==> src/hdl/tlc_pkg.sv <==
// ----------------------------------------------------------------------------
// tlc_pkg
// shared types and constants of the threshold leader clustering block
// ----------------------------------------------------------------------------
`default_nettype none

package tlc_pkg;

  // result status codes
  typedef enum logic [2:0] {
    ST_NEW       = 3'd0,
    ST_JOINED    = 3'd1,
    ST_AMBIGUOUS = 3'd2,
    ST_FULL      = 3'd3,
    ST_IGNORED   = 3'd4,
    ST_READ_DONE = 3'd5
  } status_t;

  // input opcodes
  localparam logic OP_ADD  = 1'b0;
  localparam logic OP_READ = 1'b1;

  // configuration register indexes
  localparam int unsigned CFG_INDEX_BITS = 1;
  localparam logic [CFG_INDEX_BITS-1:0] REG_THRESHOLD = 1'd0;
  localparam logic [CFG_INDEX_BITS-1:0] REG_CIRCULAR  = 1'd1;

  // register reset values
  localparam int unsigned THRESHOLD_RESET = 3277;
  localparam logic        CIRCULAR_RESET  = 1'b0;

  // cluster size tally limits
  localparam int unsigned NUM_TALLIES = 4;
  localparam int unsigned TALLY_LIMITS [NUM_TALLIES] = '{10, 20, 50, 100};

  // controller states
  typedef enum logic [2:0] {
    S_IDLE,
    S_DISPATCH,
    S_RDWAIT,
    S_SCAN,
    S_DRAIN,
    S_FINISH
  } ctl_state_t;

  // controller to datapath commands
  typedef struct packed {
    logic load;
    logic read_issue;
    logic scan_clear;
    logic scan_issue;
    logic finish;
  } ctl_cmd_t;

  // datapath to controller status
  typedef struct packed {
    logic op_read;
    logic stop;
    logic scan_done;
    logic busy;
    logic out_free;
  } dp_status_t;

endpackage

`default_nettype wire

==> src/hdl/tlc_ctrl.sv <==
// ----------------------------------------------------------------------------
// tlc_ctrl
// sequencer: takes a word, runs the table scan or entry read (an add after a stop skips both), then commits
// ----------------------------------------------------------------------------
`default_nettype none

module tlc_ctrl
  import tlc_pkg::*;
(
  input  wire logic       clk,
  input  wire logic       rst,
  input  wire logic       in_valid,
  output logic            in_ready,
  input  wire dp_status_t stat,
  output ctl_cmd_t        cmd
);

  ctl_state_t state;
  ctl_state_t state_next;

  // state register
  always_ff @(posedge clk) begin
    if (rst) begin
      state <= S_IDLE;
    end else begin
      state <= state_next;
    end
  end

  // next state and commands
  always_comb begin
    state_next = state;
    cmd        = '0;
    in_ready   = 1'b0;
    case (state)
      S_IDLE: begin
        in_ready = 1'b1;
        if (in_valid) begin
          cmd.load   = 1'b1;
          state_next = S_DISPATCH;
        end
      end
      S_DISPATCH: begin
        if (stat.op_read) begin
          cmd.read_issue = 1'b1;
          state_next     = S_RDWAIT;
        end else if (stat.stop) begin
          state_next = S_FINISH;
        end else begin
          cmd.scan_clear = 1'b1;
          state_next     = S_SCAN;
        end
      end
      S_RDWAIT: begin
        state_next = S_FINISH;
      end
      S_SCAN: begin
        // one leader read per cycle until every stored entry is issued
        if (!stat.scan_done) begin
          cmd.scan_issue = 1'b1;
        end else begin
          state_next = S_DRAIN;
        end
      end
      S_DRAIN: begin
        if (!stat.busy) begin
          state_next = S_FINISH;
        end
      end
      S_FINISH: begin
        // wait for the output register to free up
        if (stat.out_free) begin
          cmd.finish = 1'b1;
          state_next = S_IDLE;
        end
      end
      default: begin
        state_next = S_IDLE;
      end
    endcase
  end

endmodule

`default_nettype wire

==> src/hdl/tlc_datapath.sv <==
// ----------------------------------------------------------------------------
// tlc_datapath
// leader and count tables, compare pipeline, running totals, result register
// ----------------------------------------------------------------------------
`default_nettype none

module tlc_datapath
  import tlc_pkg::*;
#(
  parameter int unsigned MAX_CLUSTERS = 64,
  parameter int unsigned VALUE_BITS   = 16,
  parameter int unsigned COUNT_BITS   = 20,
  localparam int unsigned IW = $clog2(MAX_CLUSTERS),
  localparam int unsigned TW = $clog2(MAX_CLUSTERS + 1)
) (
  input  wire logic                          clk,
  input  wire logic                          rst,
  // configuration
  input  wire logic                          cfg_we,
  input  wire logic [CFG_INDEX_BITS-1:0]     cfg_index,
  input  wire logic [VALUE_BITS-1:0]         cfg_data,
  // input word fields
  input  wire logic                          in_opcode,
  input  wire logic [VALUE_BITS-1:0]         in_opinion,
  input  wire logic [IW-1:0]                 in_entry_index,
  // control
  input  wire ctl_cmd_t                      cmd,
  output dp_status_t                         stat,
  // result register
  output logic                               out_valid,
  input  wire logic                          out_ready,
  output status_t                            out_status,
  output logic [IW-1:0]                      out_cluster_index,
  output logic [VALUE_BITS-1:0]              out_entry_value,
  output logic [COUNT_BITS-1:0]              out_entry_count,
  output logic [TW-1:0]                      out_clusters_total,
  output logic [NUM_TALLIES-1:0][TW-1:0]     out_tallies,
  output logic                               out_not_converged
);

  localparam logic [COUNT_BITS-1:0] CNT_MAX = '1;

  // configuration registers
  logic [VALUE_BITS-1:0] threshold;
  logic                  circular;

  // captured input word
  logic                  item_op;
  logic [VALUE_BITS-1:0] item_val;
  logic [IW-1:0]         item_idx;

  // tables and their registered read data
  logic [VALUE_BITS-1:0] leader_mem [MAX_CLUSTERS];
  logic [COUNT_BITS-1:0] count_mem  [MAX_CLUSTERS];
  logic [VALUE_BITS-1:0] leader_q;
  logic [COUNT_BITS-1:0] count_q;

  // running state
  logic [TW-1:0]                  total;
  logic [NUM_TALLIES-1:0][TW-1:0] tally;
  logic                           stop;
  logic [TW-1:0]                  scan_cnt;
  logic [1:0]                     match_n;
  logic [IW-1:0]                  first_idx;

  // compare pipeline
  logic                  p1_valid;
  logic [IW-1:0]         p1_addr;
  logic                  p2_valid;
  logic [IW-1:0]         p2_addr;
  logic [VALUE_BITS-1:0] p2_dist;
  logic [COUNT_BITS-1:0] p2_cnt;

  // combinational
  logic                  rd_en;
  logic [IW-1:0]         rd_addr;
  logic [VALUE_BITS:0]   diff;
  logic [VALUE_BITS:0]   diff_neg;
  logic [VALUE_BITS-1:0] mag;
  logic [VALUE_BITS-1:0] wrap_dist;
  logic [VALUE_BITS-1:0] lead_dist;
  logic                  hit;
  logic                  bump_we;
  logic [COUNT_BITS-1:0] bumped;
  logic                  cnt_we;
  logic [IW-1:0]         cnt_waddr;
  logic [COUNT_BITS-1:0] cnt_wdata;
  status_t               res_status;
  logic [IW-1:0]         res_idx;
  logic [VALUE_BITS-1:0] res_val;
  logic [COUNT_BITS-1:0] res_cnt;
  logic                  add_new;
  logic                  set_stop;

  // configuration writes
  always_ff @(posedge clk) begin
    if (rst) begin
      threshold <= VALUE_BITS'(THRESHOLD_RESET);
      circular  <= CIRCULAR_RESET;
    end else if (cfg_we) begin
      case (cfg_index)
        REG_THRESHOLD: threshold <= cfg_data;
        REG_CIRCULAR:  circular  <= cfg_data[0];
        default: ;
      endcase
    end
  end

  // input word capture
  always_ff @(posedge clk) begin
    if (cmd.load) begin
      item_op  <= in_opcode;
      item_val <= in_opinion;
      item_idx <= in_entry_index;
    end
  end

  // table read port: entry read or scan address
  assign rd_en   = cmd.read_issue | cmd.scan_issue;
  assign rd_addr = cmd.read_issue ? item_idx : scan_cnt[IW-1:0];

  // count write port: new cluster or saturating bump
  assign cnt_we    = (cmd.finish & add_new) | bump_we;
  assign cnt_waddr = (cmd.finish & add_new) ? total[IW-1:0] : p2_addr;
  assign cnt_wdata = (cmd.finish & add_new) ? COUNT_BITS'(1) : bumped;

  // leader table
  always_ff @(posedge clk) begin
    if (cmd.finish && add_new) begin
      leader_mem[total[IW-1:0]] <= item_val;
    end
    if (rd_en) begin
      leader_q <= leader_mem[rd_addr];
    end
  end

  // count table
  always_ff @(posedge clk) begin
    if (cnt_we) begin
      count_mem[cnt_waddr] <= cnt_wdata;
    end
    if (rd_en) begin
      count_q <= count_mem[rd_addr];
    end
  end

  // scan address counter
  always_ff @(posedge clk) begin
    if (rst) begin
      scan_cnt <= '0;
    end else if (cmd.scan_clear) begin
      scan_cnt <= '0;
    end else if (cmd.scan_issue) begin
      scan_cnt <= scan_cnt + 1'b1;
    end
  end

  // distance: linear is |d|, circular folds anything past one half
  assign diff      = {1'b0, leader_q} - {1'b0, item_val};
  assign diff_neg  = -diff;
  assign mag       = diff[VALUE_BITS] ? diff_neg[VALUE_BITS-1:0] : diff[VALUE_BITS-1:0];
  assign wrap_dist = ~mag + 1'b1;
  assign lead_dist = (circular && mag[VALUE_BITS-1]) ? wrap_dist : mag;

  // pipeline stages
  always_ff @(posedge clk) begin
    if (rst) begin
      p1_valid <= 1'b0;
      p2_valid <= 1'b0;
    end else begin
      p1_valid <= cmd.scan_issue;
      p2_valid <= p1_valid;
    end
  end

  always_ff @(posedge clk) begin
    p1_addr <= scan_cnt[IW-1:0];
    p2_addr <= p1_addr;
    p2_dist <= lead_dist;
    p2_cnt  <= count_q;
  end

  // match test and saturating increment
  assign hit     = p2_valid && (p2_dist < threshold);
  assign bump_we = hit && (p2_cnt != CNT_MAX);
  assign bumped  = p2_cnt + 1'b1;

  // match bookkeeping: none, one or several
  always_ff @(posedge clk) begin
    if (rst) begin
      match_n <= '0;
    end else if (cmd.scan_clear) begin
      match_n <= '0;
    end else if (hit) begin
      if (match_n != 2'd2) begin
        match_n <= match_n + 1'b1;
      end
    end
  end

  always_ff @(posedge clk) begin
    if (hit && (match_n == 2'd0)) begin
      first_idx <= p2_addr;
    end
  end

  // outcome of the current word
  always_comb begin
    res_status = ST_IGNORED;
    res_idx    = '0;
    res_val    = '0;
    res_cnt    = '0;
    add_new    = 1'b0;
    set_stop   = 1'b0;
    if (item_op == OP_READ) begin
      res_status = ST_READ_DONE;
      res_idx    = item_idx;
      if (TW'(item_idx) < total) begin
        res_val = leader_q;
        res_cnt = count_q;
      end
    end else if (stop) begin
      res_status = ST_IGNORED;
    end else if (match_n == 2'd0) begin
      if (total >= TW'(MAX_CLUSTERS)) begin
        res_status = ST_FULL;
      end else begin
        res_status = ST_NEW;
        res_idx    = total[IW-1:0];
        add_new    = 1'b1;
      end
    end else if (match_n == 2'd1) begin
      res_status = ST_JOINED;
      res_idx    = first_idx;
    end else begin
      res_status = ST_AMBIGUOUS;
      res_idx    = first_idx;
      set_stop   = 1'b1;
    end
  end

  // running totals and the sticky flag
  always_ff @(posedge clk) begin
    if (rst) begin
      total <= '0;
      tally <= '0;
      stop  <= 1'b0;
    end else begin
      if (cmd.finish && add_new) begin
        total <= total + 1'b1;
      end
      if (cmd.finish && set_stop) begin
        stop <= 1'b1;
      end
      for (int k = 0; k < NUM_TALLIES; k++) begin
        if ((bump_we && (bumped == COUNT_BITS'(TALLY_LIMITS[k]))) ||
            (cmd.finish && add_new && (TALLY_LIMITS[k] <= 1))) begin
          tally[k] <= tally[k] + 1'b1;
        end
      end
    end
  end

  // result register
  always_ff @(posedge clk) begin
    if (rst) begin
      out_valid <= 1'b0;
    end else if (cmd.finish) begin
      out_valid <= 1'b1;
    end else if (out_ready) begin
      out_valid <= 1'b0;
    end
  end

  always_ff @(posedge clk) begin
    if (cmd.finish) begin
      out_status         <= res_status;
      out_cluster_index  <= res_idx;
      out_entry_value    <= res_val;
      out_entry_count    <= res_cnt;
      out_clusters_total <= total + TW'(add_new);
      for (int k = 0; k < NUM_TALLIES; k++) begin
        out_tallies[k] <= tally[k] + TW'(add_new && (TALLY_LIMITS[k] <= 1));
      end
      out_not_converged  <= stop | set_stop;
    end
  end

  // status to the controller
  assign stat.op_read   = (item_op == OP_READ);
  assign stat.stop      = stop;
  assign stat.scan_done = (scan_cnt == total);
  assign stat.busy      = p1_valid | p2_valid;
  assign stat.out_free  = !out_valid || out_ready;

endmodule

`default_nettype wire

==> src/hdl/threshold_leader_clustering.sv <==
// ----------------------------------------------------------------------------
// threshold_leader_clustering
// add: the word is compared against every stored leader in turn, by the
// one-leader-per-cycle table scan through a single read port; a new word is
// taken only once the result of the last one is registered, for reads as for adds
// rst (sync, high) clears totals, tallies, not-converged flag, control and config registers;
// table contents are not cleared and are only reported below the cluster total
// ----------------------------------------------------------------------------
`default_nettype none

module threshold_leader_clustering
  import tlc_pkg::*;
#(
  parameter int unsigned MAX_CLUSTERS = 64,
  parameter int unsigned VALUE_BITS   = 16,
  parameter int unsigned COUNT_BITS   = 20,
  localparam int unsigned IW  = $clog2(MAX_CLUSTERS),
  localparam int unsigned TW  = $clog2(MAX_CLUSTERS + 1),
  localparam int unsigned IDW = ((VALUE_BITS + IW + 7) / 8) * 8,
  localparam int unsigned ODW = ((IW + VALUE_BITS + COUNT_BITS + 5 * TW + 1 + 7) / 8) * 8
) (
  input  wire logic                      clk,
  input  wire logic                      rst,
  // configuration write port
  input  wire logic                      cfg_we,
  input  wire logic [CFG_INDEX_BITS-1:0] cfg_index,
  input  wire logic [VALUE_BITS-1:0]     cfg_data,
  // input words
  input  wire logic                      s_axis_tvalid,
  output logic                           s_axis_tready,
  input  wire logic [IDW-1:0]            s_axis_tdata,  // opinion, entry_index, zero pad
  input  wire logic                      s_axis_tuser,  // opcode
  // result words
  output logic                           m_axis_tvalid,
  input  wire logic                      m_axis_tready,
  output logic [ODW-1:0]                 m_axis_tdata,  // cluster_index, entry_value,
                                                        // entry_count, clusters_total,
                                                        // clusters_ge10, clusters_ge20,
                                                        // clusters_ge50, clusters_ge100,
                                                        // not_converged, zero pad
  output logic [2:0]                     m_axis_tuser   // status
);

  ctl_cmd_t                      cmd;
  dp_status_t                    stat;
  status_t                       out_status;
  logic [IW-1:0]                 out_cluster_index;
  logic [VALUE_BITS-1:0]         out_entry_value;
  logic [COUNT_BITS-1:0]         out_entry_count;
  logic [TW-1:0]                 out_clusters_total;
  logic [NUM_TALLIES-1:0][TW-1:0] out_tallies;
  logic                          out_not_converged;

  // sequencer
  tlc_ctrl u_ctrl (
    .clk      (clk),
    .rst      (rst),
    .in_valid (s_axis_tvalid),
    .in_ready (s_axis_tready),
    .stat     (stat),
    .cmd      (cmd)
  );

  // tables, compare pipeline and result register
  tlc_datapath #(
    .MAX_CLUSTERS (MAX_CLUSTERS),
    .VALUE_BITS   (VALUE_BITS),
    .COUNT_BITS   (COUNT_BITS)
  ) u_datapath (
    .clk                (clk),
    .rst                (rst),
    .cfg_we             (cfg_we),
    .cfg_index          (cfg_index),
    .cfg_data           (cfg_data),
    .in_opcode          (s_axis_tuser),
    .in_opinion         (s_axis_tdata[VALUE_BITS-1:0]),
    .in_entry_index     (s_axis_tdata[VALUE_BITS+IW-1:VALUE_BITS]),
    .cmd                (cmd),
    .stat               (stat),
    .out_valid          (m_axis_tvalid),
    .out_ready          (m_axis_tready),
    .out_status         (out_status),
    .out_cluster_index  (out_cluster_index),
    .out_entry_value    (out_entry_value),
    .out_entry_count    (out_entry_count),
    .out_clusters_total (out_clusters_total),
    .out_tallies        (out_tallies),
    .out_not_converged  (out_not_converged)
  );

  // result word packing, first field in the lowest bits
  assign m_axis_tdata = ODW'({out_not_converged,
                              out_tallies[3], out_tallies[2],
                              out_tallies[1], out_tallies[0],
                              out_clusters_total,
                              out_entry_count,
                              out_entry_value,
                              out_cluster_index});
  assign m_axis_tuser = out_status;

endmodule

`default_nettype wire

==> config.mk <==
export PLATFORM = sky130hd
export DESIGN_NAME = threshold_leader_clustering
export DESIGN_NICKNAME = d
export VERILOG_FILES = /design/src/hdl/tlc_pkg.sv /design/src/hdl/tlc_ctrl.sv /design/src/hdl/tlc_datapath.sv /design/src/hdl/threshold_leader_clustering.sv
export SDC_FILE = /design/constraint.sdc
export NUM_CORES = 2
export LEC_CHECK = 0
export BUFFER_PORTS_ARGS = -buffer_cell sky130_fd_sc_hd__buf_2
export CAP_MARGIN = 10
export CORE_UTILIZATION = 47
export DETAILED_ROUTE_END_ITERATION = 12
export PLACE_DENSITY = 0.62
export SYNTH_ARGS = -nofsm -noshare
export SYNTH_HDL_FRONTEND = slang
export SYNTH_SLANG_ARGS = --single-unit
==> constraint.sdc <==
create_clock -name clk -period 22 [get_ports clk]
set_input_delay 3.3 -clock clk [delete_from_list [all_inputs] [get_ports clk]]
set_output_delay 3.3 -clock clk [all_outputs]
set_load 0.1 [all_outputs]
* After elaboration in Yosys (flattened, before gate mapping) *
Memory sizes are Yosys's and may differ from the RTL's. A register that Yosys moved wholly into a read port is not among the register bits.
Cells that the tools add are included.

storage, ports and cells
  bits in registers = 226
  bits in writable memories = 2304
  bits of input ports = 47
  output and inout port bits = 85
  word-level logic and storage cells = 141
  memories kept = 2

memories
  name                   depth  bits a word  read ports  clocked after memory_dff  wr ports  line                source
  u_datapath.count_mem   64     20           1           1                         1         tlc_datapath.sv:54  logic [COUNT_BITS-1:0] count_mem [MAX_CLUSTERS];
  u_datapath.leader_mem  64     16           1           1                         1         tlc_datapath.sv:53  logic [VALUE_BITS-1:0] leader_mem [MAX_CLUSTERS];

operators by class
  $add $sub $neg = 12
  $lt $le $gt $ge = 3
  equality and inequality tests = 17
  multiplexer cells = 45
  bitwise logic cells = 7
  reduce and logical (&&, ||, !) cells = 22

operator list
  operator                                        count
  adder 7 x 1 -> 7 bit, second input constant     6
  2-to-1 mux 6 bit                                6
  2-to-1 mux 16 bit                               2
  2-to-1 mux 1 bit                                25
  adder 20 x 1 -> 20 bit, second input constant   1
  == test 20 x 4 -> 1 bit, second input constant  1
  == test 20 x 5 -> 1 bit, second input constant  1
  == test 20 x 6 -> 1 bit, second input constant  1
  == test 20 x 7 -> 1 bit, second input constant  1
  2-to-1 mux 20 bit                               1
  != test 20 bit, second input constant           1
  2-to-1 mux 3 bit                                6
  case mux 3 bit (6 select lines)                 1
  subtractor 16 x 16 -> 17 bit                    1
  adder 16 x 1 -> 16 bit, second input constant   1
  less-than comparator 16 bit                     1
  negator 16 bit                                  1
  inverter 16 bit                                 1
  logical AND 1 bit                               10
  2-to-1 mux 2 bit                                4
  != test 2 bit, second input constant            4
  AND reduction 2 bit                             4
  adder 7 x 1 -> 7 bit                            1
  == test 7 bit                                   1
  other kinds (18)                                24

* Longest topological paths before layout *
  depth after elaboration = 9
  mapped depth = 15
  mapped depth without buffers = 14

* Cells and area by module *
Synthesis repeated with hierarchy kept, for this count alone.

second synthesis, totals
  cell total of the unflattened synthesis = 5261
  area, all modules = 100908.0 µm²

by module, submodules not included
  module                       instances  cells an instance  area an instance (µm²)  seq. area each (µm²)
  tlc_datapath                 1          5227               100622.8                75832.7
  tlc_ctrl                     1          30                 259.0                   60.1
  threshold_leader_clustering  1          4                  26.3                    0.0

* Least setup slack after synthesis *
OpenSTA, ideal clock, no wires.

  path type = input -> register
  from = in m_axis_tready
  to = mem u_datapath.count_mem[56][0], enable pin
  library setup time = 0.397 ns
  arrival = 9.636 ns
  data required time = 21.603 ns
  slack = 11.968 ns
  cell stages on the path = 6
  buffers on the path = 0
  path through = nand2b_1 > nor2b_1 > nand2_1 > o21ai_0 > nand2_1 > nor2_1

RTL lines
  what                line                               source
  start: declaration  threshold_leader_clustering.sv:35  input wire logic m_axis_tready,
  end: declaration    tlc_datapath.sv:54

* Worst setup path after layout *
  from = reg u_ctrl.state[0]
  to = reg u_datapath.count_q[10], read port of u_datapath.count_mem (data pin)

on the way
  cells in the longest elaborated chain, start to end = 3
  elaborated cells between the ends (all ways) = 6
  classes of those cells = eq/ne (2); mux (3); bitwise (1)

RTL lines
  what                                                                     line                                      source
  start: declaration                                                       tlc_ctrl.sv:18                            ctl_state_t state;
  start signal: assignment                                                 tlc_ctrl.sv:26                            state <= state_next;
  == test 3 x 1 -> 1 bit / == test 3 x 2 -> 1 bit (equally long branches)  tlc_ctrl.sv:35                            case (state)
  2-to-1 mux 2 bit / 2-to-1 mux 1 bit (equally long branches)              tlc_ctrl.sv:35
  2-to-1 mux 6 bit / OR 1 bit (equally long branches)                      tlc_datapath.sv:120, tlc_datapath.sv:119
  end: declaration                                                         tlc_datapath.sv:56                        logic [COUNT_BITS-1:0] count_q;

Parallel ways exist; a longest one is shown, timed or not.
A chain may end at the register's enable or synchronous reset.

==> impl_metrics.ini <==
[run_status]
status = complete, no violations

[place]
dp_hpwl_microns = 139000
gp_congestion = 0.827
io_buffers = 127

[clock_network]
clk_pin_slew_ns = 0.06
ctsHoldBuffers = 0
cts-buffers-inserted = 279
clock-sinks = 2566
cts.htree.levels = 5
cts_setup_buffers = 0
cts_tree = yes
root_buffer = clkbuf_16
ctsResizeCount = 0
cts_max_path_buffers = 4
clk_latency_ns = 0.94

[logic_synthesis]
synth_area_leaders = edfxtp_1 73%, mux4_2 13%, dfxtp_1 2.3%
yosysTopAreaCellShare_pct = 72.9
synthCells = 5217
syn_area_per_cell_sq_um = 19.3
yosysWarnings = 0
synth_ff_type = edfxtp_1
synth.most_common_cell = edfxtp_1
ys_ff_latch = 2566
yosys-top-cells-count = 2450 x edfxtp_1, 576 x mux4_2, 401 x nand2_1
synth-seq-area-share_pct = 75.2
synth_area_leader_cell = edfxtp_1
yosysUniqueCellTypes = 74
synth_area_sq_um = 101000
synth-edff-count = 2450
async_flop_share_pct = 0

[sta]
clock-skew-final_ns = 0.0554
relSlewSlack_pct = 19.7
hold_violations = 0
finalCritPeriodShare_pct = 32.0
worstMarginPinSlew_ns = 1.20
setup_viol = 0
fmax_mhz = 142
grt_setup_unrepaired = no
setup_tns_ns = 0
min_period_ns = 7.03
maxSlewViolCount = 0

[setup_path]
crit_top_cell = buf_4
crit_path_start_kind = register
r2r_slack_ns = 14.97
cp_top_family = buffers and inverters
path_buf_inv = 5
cp_slowest_cell = buf_4
cp.required_ns = 22.65
cpPeakStageDelay_ns = 0.80
cp_cell_sequence = inv_2 -> nor3_2 -> and2_1 -> mux2i_4 -> buf_12 -> buf_4 -> buf_4 -> buf_4 -> mux4_2 -> and2_1 -> a211oi_1 -> a311oi_1 -> a21oi_1 -> a21oi_1
critPathKind = register to register
cp-end-kind = register
worstPathMaxFanout = 84
cp.arrival_ns = 7.68

[job]
drv_cap = 0

[global_route]
grt_use_total_pct = 22.5
grt_max_degree = 119
first_global_vias = 50869
gr-total-overflow = 0
antenna_found_initial = 2
grt_first_pass_wirelength_microns = 354000

[floorplan]
rows = 169
die_area_sq_um = 216000
core_region_area_sq_um = 213000
ios = 132
fp.dieW_microns = 465
die_y_microns = 465
start_util_pct = 47.4

[detailed_routing]
ant_nets = 0
drt-initial-drc-count = 6054
vias_per_cell = 6.01
wl_microns = 244000
drc = 0
drt-wirelength-per-cell_microns = 28.4
dr.pass1.iters = 6
num_vias = 51474

[power]
ir_drop_v = 0.0000756
power.leakage_uw = 0.0370
power.density_nw_per_um2 = 92.5
p_total_uw = 10600

[cells_and_area]
area_delta_synth_final_pct = 13.1
seq_area_sq_um = 75900
layout-drive-gt1-share_pct = 24.7
nets = 5649
multi_input_area_sq_um = 23800
num-fill-cells = 16449

[worst_hold_path]
hold_class = register to register
-- layer usage --
metal	share of wire [%]	vias up	global-route usage, %	wire [microns]
met1	44	27238	33.9	107000
met2	46	2077	33.6	111000
li1	-	21830	-	-
met3	8.2	329	4.24	20000
met5	0	-	0	0
met4	2.3	0	6.08	5600
-- layout make-up --
type | count | area share (%)
clock buffer | 358 | 6.60
tap | 2821 | 3.09
timing repair buffer | 338 | 2.07
sequential | 2566 | 66.5
clock inverter | 114 | 0.694
inverter | 62 | 0.204
multi-input combinational | 2302 | 20.8
antenna | 5 | 0.0110
-- cells by family after synthesis --
kind of cell | after synthesis | share of synthesized area (%)
muxes | 599 | 13.1
DFF | 2566 | 75.2
adders and majority gates | 53 | 0.665
xor gates and xnor gates | 95 | 0.855
other | 1 | 0.00372
AOI/OAI and AO/OA | 524 | 3.65
buffers and inverters | 350 | 1.59
and+or+nand+nor | 1029 | 4.88
-- flip-flops by register name (all words and copies together), names as in the netlist, 7 cells and up --
signal and cells:
u_datapath.count_mem 1280, u_datapath.leader_mem 1024, u_datapath.out_tallies 28, u_datapath.tally 28
u_datapath.count_q 20, u_datapath.out_entry_count 20, u_datapath.p2_cnt 20, u_datapath.item_val 16
u_datapath.leader_q 16, u_datapath.out_entry_value 16, u_datapath.p2_dist 16, u_datapath.threshold 16
u_datapath.out_clusters_total 7, u_datapath.scan_cnt 7, u_datapath.total 7
-- cell usage in the layout (no fill, tap or decap), types with 11 or more instances in the layout --
| cell type | netlist | routed |
|---|---|---|
| nand4_1 | 28 | 28 |
| a21oi_1 | 122 | 122 |
| clkinv_1 | 2 | 43 |
| clkbuf_16 | 0 | 287 |
| dfxtp_1 | 116 | 116 |
| and2_1 | 181 | 177 |
| nor2_2 | 0 | 74 |
| inv_1 | 59 | 59 |
| edfxtp_1 | 2450 | 2450 |
| nor2_4 | 0 | 16 |
| a211oi_1 | 143 | 143 |
| clkinv_2 | 0 | 47 |
| xnor2_1 | 62 | 62 |
| nor3_1 | 47 | 47 |
| mux2i_1 | 18 | 13 |
| buf_12 | 0 | 11 |
| buf_2 | 79 | 127 |
| a311oi_1 | 108 | 108 |
| ha_1 | 52 | 52 |
| o21ai_0 | 39 | 39 |
| or3_1 | 17 | 17 |
| and3_1 | 15 | 15 |
| nand3_1 | 40 | 40 |
| a21o_1 | 14 | 14 |
| xor2_1 | 29 | 29 |
| buf_4 | 24 | 200 |
| nand2b_1 | 18 | 18 |
| nor2_1 | 232 | 142 |
| clkbuf_1 | 162 | 62 |
| mux4_2 | 576 | 576 |
| nand2_1 | 401 | 400 |
| a31oi_1 | 42 | 42 |
-- through the flow --
step	setup slack, ns	cells	utilization [%]	cell area [sq um]	hold slack (ns)
global route	14.23	8563	53.6	114000	0.329
global placement	14.37	8089	49.7	106000	0.311
CTS	14.67	8561	53.6	114000	0.312
finish	14.97	8566	53.6	114000	0.309
detailed placement	14.29	8089	49.7	106000	0.312
floorplan	11.97	5218	-	101000	0.310
-- power breakdown --
| part | total [uW] | switching, uW | leakage (uW) | internal [uW] |
|---|---|---|---|---|
| Combinational | 756 | 504 | 0.00995 | 252 |
| Sequential | 5470 | 24.0 | 0.0230 | 5450 |
| Clock | 4330 | 1820 | 0.00409 | 2500 |
-- worst paths after layout --
check | start | end | depth (start not counted)
max | u_ctrl.state[0] | u_datapath.count_q[10] | 14
min | u_datapath.p1_addr[3] | u_datapath.p2_addr[3] | 0
max reg2reg | u_ctrl.state[0] | u_datapath.count_q[10] | 14
min reg2reg | u_datapath.p1_addr[3] | u_datapath.p2_addr[3] | 0
No activity file was read; power rests on OpenSTA's default activity.
